[config.mk]
export PLATFORM = sky130hd
export DESIGN_NAME = multi_timer_manager
export DESIGN_NICKNAME = d
export VERILOG_FILES = /design/src/rtl/core/mtm_pkg.sv /design/src/rtl/core/multi_timer_manager.sv
export VERILOG_INCLUDE_DIRS = /design/src /design/src/rtl/core
export SDC_FILE = /design/constraint.sdc
export NUM_CORES = 2
export LEC_CHECK = 0
export CAP_MARGIN = 20
export CORE_ASPECT_RATIO = 1.5
export CORE_UTILIZATION = 50
export DETAILED_ROUTE_END_ITERATION = 6
export DONT_BUFFER_PORTS = 1
export PLACE_DENSITY = 0.68
export SYNTH_ARGS = -nofsm -noshare
export SYNTH_HDL_FRONTEND = slang
export SYNTH_SLANG_ARGS = --single-unit
[constraint.sdc]
create_clock -name clk -period 4.8 [get_ports clk]
set_input_delay 0.72 -clock clk [delete_from_list [all_inputs] [get_ports clk]]
set_output_delay 0.72 -clock clk [all_outputs]
set_load 0.01 [all_outputs]
[src/rtl/core/multi_timer_manager_defines.svh]
// Assertion helpers for the timer manager.
// Each check is sampled on the rising clock edge and is off while reset is held.
`ifndef MULTI_TIMER_MANAGER_DEFINES_SVH
`define MULTI_TIMER_MANAGER_DEFINES_SVH

// The antecedent implies the consequent in the same cycle.
`define MTM_CHECK(lbl, ante, cons, msg) \
  lbl: assert property (@(posedge clk) disable iff (!rst_n) (ante) |-> (cons)) \
    else $error(msg);

// The antecedent implies the consequent in the next cycle.
`define MTM_CHECK_NEXT(lbl, ante, cons, msg) \
  lbl: assert property (@(posedge clk) disable iff (!rst_n) (ante) |=> (cons)) \
    else $error(msg);

`endif

[src/rtl/core/mtm_pkg.sv]
`timescale 1ns / 1ps

package mtm_pkg;

  // Request modes
  localparam logic [2:0] MODE_TICK   = 3'd0;
  localparam logic [2:0] MODE_CREATE = 3'd1;
  localparam logic [2:0] MODE_START  = 3'd2;
  localparam logic [2:0] MODE_DELETE = 3'd3;
  localparam logic [2:0] MODE_QUERY  = 3'd4;

  // Slot states
  localparam logic [1:0] ST_UNUSED    = 2'd0;
  localparam logic [1:0] ST_RUNNING   = 2'd1;
  localparam logic [1:0] ST_STOPPED   = 2'd2;
  localparam logic [1:0] ST_COMPLETED = 2'd3;

  // Result kinds
  localparam logic KIND_EVENT = 1'b0;
  localparam logic KIND_RESP  = 1'b1;

  // Addressable slots are limited by the 4-bit slot field
  localparam int unsigned MAX_SLOTS = 16;

  // Per-slot settings written by create
  typedef struct packed {
    logic [31:0] delay;
    logic [31:0] period;
    logic        rep;
  } mtm_cfg_t;

endpackage

[src/rtl/core/multi_timer_manager.sv]
`timescale 1ns / 1ps
// Timer bank driven by requests on the in_ channel.
// A request is taken when start is high and busy is low. in_mode selects
// tick, create, start, delete or query; modes five to seven are taken and dropped.
// Results leave on the out_ channel, one per cycle, marked by out_valid;
// out_last flags the final result of a request. The receiver cannot stall,
// so every result is consumed in the cycle it is shown.
// Create, start, delete and query: busy while in S_CMD, then one response
// in the following cycle, as busy drops.
// Tick: busy while slots 0 to min(NUM_TIMERS,16)-1 are scanned and flushed. One
// slot is checked per cycle through the shared adder and the slot memories, which
// read the next slot as the current one is written. Each expiry event is held back
// until the next slot fires or the scan ends; the last shows in the cycle busy drops.
// A new request may be taken in the cycle its predecessor's final result is shown.
// Reset clears the tick counter to zero and marks every slot unused; slot
// settings in memory need no clearing, since a slot is read only after create.

`include "multi_timer_manager_defines.svh"

module multi_timer_manager
  import mtm_pkg::*;
#(
  parameter int unsigned NUM_TIMERS = 16
) (
  input  logic        clk,
  input  logic        rst_n,
  input  logic        start,
  output logic        busy,
  input  logic [2:0]  in_mode,
  input  logic [3:0]  in_slot,
  input  logic [31:0] in_delay,
  input  logic [31:0] in_period,
  input  logic        in_periodic,
  output logic        out_valid,
  output logic        out_kind,
  output logic [3:0]  out_timer_slot,
  output logic [1:0]  out_slot_state,
  output logic [31:0] out_remaining,
  output logic        out_last
);

  localparam int unsigned SW     = (NUM_TIMERS > 1) ? $clog2(NUM_TIMERS) : 1;
  localparam int unsigned SCAN_N = (NUM_TIMERS < MAX_SLOTS) ? NUM_TIMERS : MAX_SLOTS;
  localparam logic [SW-1:0] LAST_IDX = SW'(SCAN_N - 1);

  typedef enum logic [1:0] {S_IDLE, S_CMD, S_SCAN, S_FLUSH} mtm_state_t;

  // Control and request registers
  mtm_state_t     state_r, state_nxt;
  logic [31:0]    tick_r, tick_nxt;
  logic [SW-1:0]  idx_r, idx_nxt;
  logic [2:0]     req_mode_r, req_mode_nxt;
  logic [3:0]     req_slot_r, req_slot_nxt;
  logic [SW-1:0]  req_addr_r, req_addr_nxt;
  logic           req_ok_r, req_ok_nxt;
  logic [31:0]    req_delay_r, req_delay_nxt;
  logic [31:0]    req_period_r, req_period_nxt;
  logic           req_periodic_r, req_periodic_nxt;

  // Pending expiry event, held until we know whether it is the last one
  logic           pend_v_r, pend_v_nxt;
  logic [3:0]     pend_slot_r, pend_slot_nxt;
  logic [1:0]     pend_state_r, pend_state_nxt;
  logic [31:0]    pend_rem_r, pend_rem_nxt;

  // Registered outputs
  logic           out_valid_r, out_valid_nxt;
  logic           out_kind_r, out_kind_nxt;
  logic [3:0]     out_slot_r, out_slot_nxt;
  logic [1:0]     out_state_r, out_state_nxt;
  logic [31:0]    out_rem_r, out_rem_nxt;
  logic           out_last_r, out_last_nxt;

  // Slot state flops and slot memories
  logic [1:0]     status_r [NUM_TIMERS];
  mtm_cfg_t       cfg_mem  [NUM_TIMERS];
  logic [31:0]    match_mem [NUM_TIMERS];
  mtm_cfg_t       cfg_q;
  logic [31:0]    match_q;

  logic [SW-1:0]  rd_addr;
  logic [SW-1:0]  st_addr;
  logic [1:0]     cur_st;
  logic           st_we;
  logic [1:0]     st_wdata;
  logic           cfg_we;
  mtm_cfg_t       cfg_wdata;
  logic           match_we;
  logic [31:0]    match_wdata;

  // Shared adder/subtractor
  logic [31:0]    alu_a, alu_b, alu_sum;
  logic           alu_sub;

  // Request slot decode
  logic [7:0]     slot_ext;
  logic           slot_ok;
  logic [SW-1:0]  cmd_addr;
  logic [7:0]     idx_ext;
  logic           fire, rearm;

  assign slot_ext = {4'b0000, in_slot};
  assign slot_ok  = (slot_ext < 8'(NUM_TIMERS));
  assign cmd_addr = slot_ok ? slot_ext[SW-1:0] : '0;
  assign idx_ext  = 8'(idx_r);

  assign alu_sum = alu_a + (alu_b ^ {32{alu_sub}}) + {31'b0, alu_sub};
  assign cur_st  = status_r[st_addr];
  assign fire    = (cur_st == ST_RUNNING) && (match_q == tick_r);
  assign rearm   = cfg_q.rep && (cfg_q.period != 32'd0);

  // Sequencer next-state logic
  always_comb begin
    state_nxt        = state_r;
    tick_nxt         = tick_r;
    idx_nxt          = idx_r;
    req_mode_nxt     = req_mode_r;
    req_slot_nxt     = req_slot_r;
    req_addr_nxt     = req_addr_r;
    req_ok_nxt       = req_ok_r;
    req_delay_nxt    = req_delay_r;
    req_period_nxt   = req_period_r;
    req_periodic_nxt = req_periodic_r;
    pend_v_nxt       = pend_v_r;
    pend_slot_nxt    = pend_slot_r;
    pend_state_nxt   = pend_state_r;
    pend_rem_nxt     = pend_rem_r;
    out_valid_nxt    = 1'b0;
    out_kind_nxt     = KIND_RESP;
    out_slot_nxt     = out_slot_r;
    out_state_nxt    = out_state_r;
    out_rem_nxt      = out_rem_r;
    out_last_nxt     = 1'b0;
    rd_addr          = req_addr_r;
    st_addr          = req_addr_r;
    st_we            = 1'b0;
    st_wdata         = ST_UNUSED;
    cfg_we           = 1'b0;
    cfg_wdata.delay  = (req_delay_r == 32'd0) ? 32'd1 : req_delay_r;
    cfg_wdata.period = req_period_r;
    cfg_wdata.rep    = req_periodic_r;
    match_we         = 1'b0;
    match_wdata      = alu_sum;
    alu_a            = tick_r;
    alu_b            = 32'd1;
    alu_sub          = 1'b0;

    unique case (state_r)
      S_IDLE: begin
        rd_addr = (in_mode == MODE_TICK) ? '0 : cmd_addr;
        if (start) begin
          req_mode_nxt     = in_mode;
          req_slot_nxt     = in_slot;
          req_addr_nxt     = cmd_addr;
          req_ok_nxt       = slot_ok;
          req_delay_nxt    = in_delay;
          req_period_nxt   = in_period;
          req_periodic_nxt = in_periodic;
          case (in_mode) inside
            MODE_TICK: begin
              tick_nxt   = alu_sum;
              idx_nxt    = '0;
              pend_v_nxt = 1'b0;
              state_nxt  = S_SCAN;
            end
            MODE_CREATE, MODE_START, MODE_DELETE, MODE_QUERY: begin
              state_nxt = S_CMD;
            end
            default: ;
          endcase
        end
      end

      S_CMD: begin
        out_valid_nxt = 1'b1;
        out_kind_nxt  = KIND_RESP;
        out_last_nxt  = 1'b1;
        out_slot_nxt  = req_slot_r;
        out_state_nxt = ST_UNUSED;
        out_rem_nxt   = 32'd0;
        state_nxt     = S_IDLE;
        if (req_ok_r) begin
          case (req_mode_r)
            MODE_CREATE: begin
              cfg_we        = 1'b1;
              match_we      = 1'b1;
              match_wdata   = 32'd0;
              st_we         = 1'b1;
              st_wdata      = ST_STOPPED;
              alu_a         = 32'd0;
              alu_b         = tick_r;
              alu_sub       = 1'b1;
              out_state_nxt = ST_STOPPED;
              out_rem_nxt   = alu_sum;
            end
            MODE_START: begin
              alu_a = tick_r;
              alu_b = cfg_q.delay;
              if (cur_st != ST_UNUSED) begin
                match_we      = 1'b1;
                st_we         = 1'b1;
                st_wdata      = ST_RUNNING;
                out_state_nxt = ST_RUNNING;
                out_rem_nxt   = cfg_q.delay;
              end
            end
            MODE_DELETE: begin
              st_we    = 1'b1;
              st_wdata = ST_UNUSED;
            end
            MODE_QUERY: begin
              alu_a         = match_q;
              alu_b         = tick_r;
              alu_sub       = 1'b1;
              out_state_nxt = cur_st;
              out_rem_nxt   = (cur_st == ST_UNUSED) ? 32'd0 : alu_sum;
            end
            default: ;
          endcase
        end
      end

      S_SCAN: begin
        st_addr = idx_r;
        rd_addr = (idx_r == LAST_IDX) ? idx_r : idx_r + SW'(1);
        alu_a   = tick_r;
        alu_b   = cfg_q.period;
        if (fire) begin
          // Release the previous event; this one is held back
          if (pend_v_r) begin
            out_valid_nxt = 1'b1;
            out_kind_nxt  = KIND_EVENT;
            out_slot_nxt  = pend_slot_r;
            out_state_nxt = pend_state_r;
            out_rem_nxt   = pend_rem_r;
            out_last_nxt  = 1'b0;
          end
          if (rearm) begin
            match_we = 1'b1;
          end else begin
            st_we    = 1'b1;
            st_wdata = ST_COMPLETED;
          end
          pend_v_nxt     = 1'b1;
          pend_slot_nxt  = idx_ext[3:0];
          pend_state_nxt = rearm ? ST_RUNNING : ST_COMPLETED;
          pend_rem_nxt   = rearm ? cfg_q.period : 32'd0;
        end
        if (idx_r == LAST_IDX) begin
          state_nxt = S_FLUSH;
        end else begin
          idx_nxt = idx_r + SW'(1);
        end
      end

      S_FLUSH: begin
        if (pend_v_r) begin
          out_valid_nxt = 1'b1;
          out_kind_nxt  = KIND_EVENT;
          out_slot_nxt  = pend_slot_r;
          out_state_nxt = pend_state_r;
          out_rem_nxt   = pend_rem_r;
          out_last_nxt  = 1'b1;
        end
        pend_v_nxt = 1'b0;
        state_nxt  = S_IDLE;
      end

      default: state_nxt = S_IDLE;
    endcase
  end

  // State and registered outputs
  always_ff @(posedge clk) begin
    if (!rst_n) begin
      state_r     <= S_IDLE;
      tick_r      <= 32'd0;
      idx_r       <= '0;
      pend_v_r    <= 1'b0;
      out_valid_r <= 1'b0;
      out_last_r  <= 1'b0;
    end else begin
      state_r     <= state_nxt;
      tick_r      <= tick_nxt;
      idx_r       <= idx_nxt;
      pend_v_r    <= pend_v_nxt;
      out_valid_r <= out_valid_nxt;
      out_last_r  <= out_last_nxt;
    end
    req_mode_r     <= req_mode_nxt;
    req_slot_r     <= req_slot_nxt;
    req_addr_r     <= req_addr_nxt;
    req_ok_r       <= req_ok_nxt;
    req_delay_r    <= req_delay_nxt;
    req_period_r   <= req_period_nxt;
    req_periodic_r <= req_periodic_nxt;
    pend_slot_r    <= pend_slot_nxt;
    pend_state_r   <= pend_state_nxt;
    pend_rem_r     <= pend_rem_nxt;
    out_kind_r     <= out_kind_nxt;
    out_slot_r     <= out_slot_nxt;
    out_state_r    <= out_state_nxt;
    out_rem_r      <= out_rem_nxt;
  end

  // Slot state flops, all unused after reset
  always_ff @(posedge clk) begin
    if (!rst_n) begin
      for (int i = 0; i < NUM_TIMERS; i++) begin
        status_r[i] <= ST_UNUSED;
      end
    end else if (st_we) begin
      status_r[st_addr] <= st_wdata;
    end
  end

  // Slot settings memory
  always_ff @(posedge clk) begin
    if (cfg_we) begin
      cfg_mem[st_addr] <= cfg_wdata;
    end
    cfg_q <= cfg_mem[rd_addr];
  end

  // Match memory
  always_ff @(posedge clk) begin
    if (match_we) begin
      match_mem[st_addr] <= match_wdata;
    end
    match_q <= match_mem[rd_addr];
  end

  assign busy           = (state_r != S_IDLE);
  assign out_valid      = out_valid_r;
  assign out_kind       = out_kind_r;
  assign out_timer_slot = out_slot_r;
  assign out_slot_state = out_state_r;
  assign out_remaining  = out_rem_r;
  assign out_last       = out_last_r;

  // Checks
  `MTM_CHECK(a_resp_single, out_valid && (out_kind == KIND_RESP), out_last,
    "command response not flagged last")
  `MTM_CHECK_NEXT(a_tick_scans, start && !busy && (in_mode == MODE_TICK), busy,
    "tick did not start a slot scan")
  `MTM_CHECK(a_result_after_busy, out_valid, $past(busy),
    "result without a request in progress")
  `MTM_CHECK(a_event_state, out_valid && (out_kind == KIND_EVENT),
    (out_slot_state == ST_RUNNING) || (out_slot_state == ST_COMPLETED),
    "expiry event with bad slot state")
  `MTM_CHECK(a_done_no_rem,
    out_valid && (out_kind == KIND_EVENT) && (out_slot_state == ST_COMPLETED),
    out_remaining == 32'd0, "completed timer with nonzero remaining")

endmodule
==> flow_summary_export.csv <==
group,metric,value,unit
detailed_routing,ant_nets,0,
detailed_routing,drtIter0Drc,5271,
sta,fin_skew,44.34,ps
detailed_routing,drc_errors,0,
global_route,antenna_found_initial,4,
clocking,clockBufferDepth,3,
job,drv_cap,0,
worst_hold_path,whs_path_depth,1,
place,dpl.hpwl,126.6,mm
sta,worst_pin_slew,1053,ps
logic_synthesis,syn_area,75290,um2
logic_synthesis,ys_top_cells_by_area,"edfxtp_1, nand2_1, dfxtp_1, a311oi_1, nand3_1",
worst_setup_path,rr_worst_depth,13,
logic_synthesis,netlist_instances,5864,
clocking,path_clk_slew,70,ps
worst_setup_path,r2r_slack,230,ps
floorplan,fp.dieArea,152200,um2
logic_synthesis,ys_seq_elements,1870,
sta,hold_viol_final,0,
global_route,grt.met2_usage,47.24,%
logic_synthesis,synth_top_flop_cell,"edfxtp_1",
power,leakage,29.85,nW
floorplan,fp.dieH,477.3,um
global_route,gr-usage-met3,4.223,%
worst_setup_path,worst_r2r_endpoint,"cfg_q[13]",
global_route,gr-total-overflow,0,
sta,layout_min_cycle_time,4569,ps
power,p_total,0.05471,W
detailed_routing,wl,211.8,mm
logic_synthesis,synthArstFlopShare,0,%
place,dpl_cell_area,79710,um2
layout,fillers,11500,
detailed_routing,avgRoutedWirePerCell,26.22,um
worst_setup_path,critical_path_required,5450,ps
worst_setup_path,critical_path.max_fanout,53,
floorplan,die_x,318.8,um
global_route,grt_pass1_vias,47650,
worst_setup_path,crit_path_end_kind,"register",
power,peakVddDrop,0.5488,mV
sta,setup_violations,0,
layout,post-route-cell-area,86410,um2
layout,syn_to_final_growth,14.77,%
clocking,numCtsBuffers,167,
floorplan,start_util,50.34,%
logic_synthesis,avgSynthCellArea,12.84,um2
place,routabilityCongestion,1.007,
logic_synthesis,synth_top_area_share,69.04,%
sta,rsz0062_at_grt,"false",
sta,final-max-slew-violation-count,0,
global_route,grtUsageTotal,27.63,%
layout,layout.area.seq,54760,um2
clocking,cts.sinks,1870,
power,power.density,633.2,nW/um2
worst_hold_path,min_to,"tick_r[13]",
layout,multi_input_comb_area,19210,um2
floorplan,coreArea,149600,um2
logic_synthesis,syn_nets,5976,
sta,fmax,0.2189,GHz
clocking,cts_root_buffer,"clkbuf_16",
detailed_routing,via_per_inst,6.097,
clocking,cts_tree,"yes",
global_route,busiest_layer,"met2",
layout,layout-drive-gt1-share,11.10,%
logic_synthesis,yosys_warnings,0,
clocking,cts_max_level,4,
detailed_routing,first_pass_iters,6,
logic_synthesis,synth_top_cell_by_area,"edfxtp_1",
logic_synthesis,synth_edf_count,1731,
worst_hold_path,hold_class,"in -> reg",
outcome,status,"finished, final reports clean",
worst_setup_path,r2r-start,"state_r[0]",
global_route,grt_pass1_wl,311.1,mm
sta,post-route-period-util,95.19,%
logic_synthesis,synth_cell_types,87,
layout,num-nets-final,6102,
global_route,grt_max_degree,131,
worst_setup_path,criticalPathCategory,"reg -> reg",
floorplan,rows,174,
place,io_buffer_count,0,
worst_hold_path,worstHoldStart,"rst_n",
worst_setup_path,critPathLaunchType,"register",
worst_setup_path,critPathArrivalTime,5220,ps
clocking,clk_latency,840,ps
floorplan,num_io_pins,117,
logic_synthesis,yosysSeqAreaShare,72.74,%
sta,max-slew-margin-rel,29.56,%
detailed_routing,dr_total_vias,49250,
global_route,grt_use_met1,34.60,%
## layout make-up
class                   instances  area share [%]
inverters                      20         0.08688
clock inverters                77           1.160
clock buffers                 236           5.453
diodes                          8         0.02317
flip-flops and latches       1870           63.37
well taps                    1936           2.803
multi-input cells            3543           22.23
repair buffers                388           4.871
## kinds of logic (layout without fill, tap and decap cells)
logic type | Yosys count | after routing | share of synthesized area (%)
multiplexers | 13 | 13 | 0.2526
adder cells (fa/ha/maj) | 37 | 37 | 0.6249
flip-flops | 1870 | 1870 | 72.74
other | 0 | 8 | 0
AND/OR/NAND/NOR | 2545 | 2545 | 14.63
AO/OA/AOI/OAI | 887 | 887 | 8.640
buffers and inverters | 451 | 721 | 2.410
XOR/XNOR | 61 | 61 | 0.7096
## cell usage after synthesis (13+ instances only)
master / count
edfxtp_1: 1731
nand2_1: 1632
nand3_1: 408
clkbuf_1: 343
a311oi_1: 291
and3_1: 200
a21oi_1: 158
nor2_1: 142
dfxtp_1: 139
a31oi_1: 105
a22o_1: 91
o21ai_0: 87
buf_2: 61
and2_1: 47
xnor2_1: 43
ha_1: 36
a22oi_1: 24
a21o_1: 22
nand4_1: 22
inv_1: 20
buf_1: 19
nor4_1: 19
xor2_1: 18
nor2b_1: 16
o21ai_1: 15
nor3_1: 14
a221o_1: 13
## stage by stage
step                hold slack, ps  setup WS, ps  std cells  util [%]  setup TNS (ps)
global placement             509.4        -195.3       7680     53.29          -16240
global route                 30.15         4.060       8071     57.76               0
detailed placement           525.6        -270.8       7680     53.29          -26480
floorplan                    402.9       -0.3251       5864         -          -91.52
finish                       55.29         230.8       8078     57.77               0
CTS                          17.22         22.81       8065     57.62               0
## per-layer routing
metal | up-vias | wire, um | part of all wire [%]
met5 | - | 8 | 0.0038
met4 | 2 | 9425 | 4.5
met3 | 471 | 15760 | 7.4
met2 | 2090 | 107100 | 51
met1 | 24700 | 79470 | 38
li1 | 21990 | - | -
## flip-flops by register name (all words and copies together), names as in the netlist
name,count
pend_v_r,1
idx_r,4
req_slot_r,4
req_delay_r,32
out_timer_slot,4
out_kind,1
out_remaining,32
match_mem,512
pend_slot_r,4
cfg_mem,1040
req_mode_r,3
out_valid,1
status_r,32
pend_rem_r,32
out_slot_state,2
cfg_q,65
match_q,32
req_periodic_r,1
tick_r,32
req_period_r,32
state_r,2
pend_state_r,1
out_last,1
## critical path, cell delays in order, from the launching register on
cell      delay [ps]
dfxtp_1          320
buf_4            130
inv_1            100
ha_2             400
buf_4            400
inv_1            200
nor2_1           350
a221o_4          460
buf_4            610
nand2_1          100
and3_1           200
a311oi_1         250
a31oi_1          100
a21oi_1          720
## layout by cell type (no fill, tap or decap), types with 19 or more instances in the layout
master         count
a22oi_1           24
nand2_1         1632
a21oi_1          153
dfxtp_1          139
clkinv_2          24
buf_4            226
a22o_1            91
ha_1              34
edfxtp_1        1731
and2_1            44
buf_12            87
nand3_1          408
nand4_1           22
a31oi_1          105
nor2_4            44
nor4_1            19
inv_1             20
clkbuf_8          21
xnor2_1           42
a311oi_1         291
clkbuf_1          45
clkbuf_16        170
a21o_1            22
o21ai_0           86
nor2_1            94
dlygate4sd3_1     72
and3_1           198
## power breakdown
part	total, W	switching, W	internal, W	leakage (nW)
combinational	0.0191	0.0128	0.00634	10.2
sequential	0.0218	0.00182	0.0200	16.9
clock	0.0138	0.00606	0.00776	2.77
## worst max path at each step
stage	startpoint	to	cells after the start
2_1_floorplan	state_r[0]	match_mem[9][0]	12
3_3_place_gp	state_r[1]	match_mem[14][25]	20
3_5_place_dp	state_r[1]	match_mem[14][25]	20
4_1_cts	state_r[1]	match_mem[6][25]	20
5_1_grt	state_r[1]	out_remaining[30]	22
6_report	state_r[0]	cfg_q[13]	13
## timing repair
| item | CTS | global route |
|---|---|---|
| hold buffers | 72 | 0 |
| endpoints found under the setup margin | 176 | 223 |
| buffers inserted | 0 | 1 |
| hold endpoints to repair | 72 | 0 |
| resized for setup | 12 | 29 |
| pin swaps | 0 | 5 |
(Power assumes the default switching activity.)
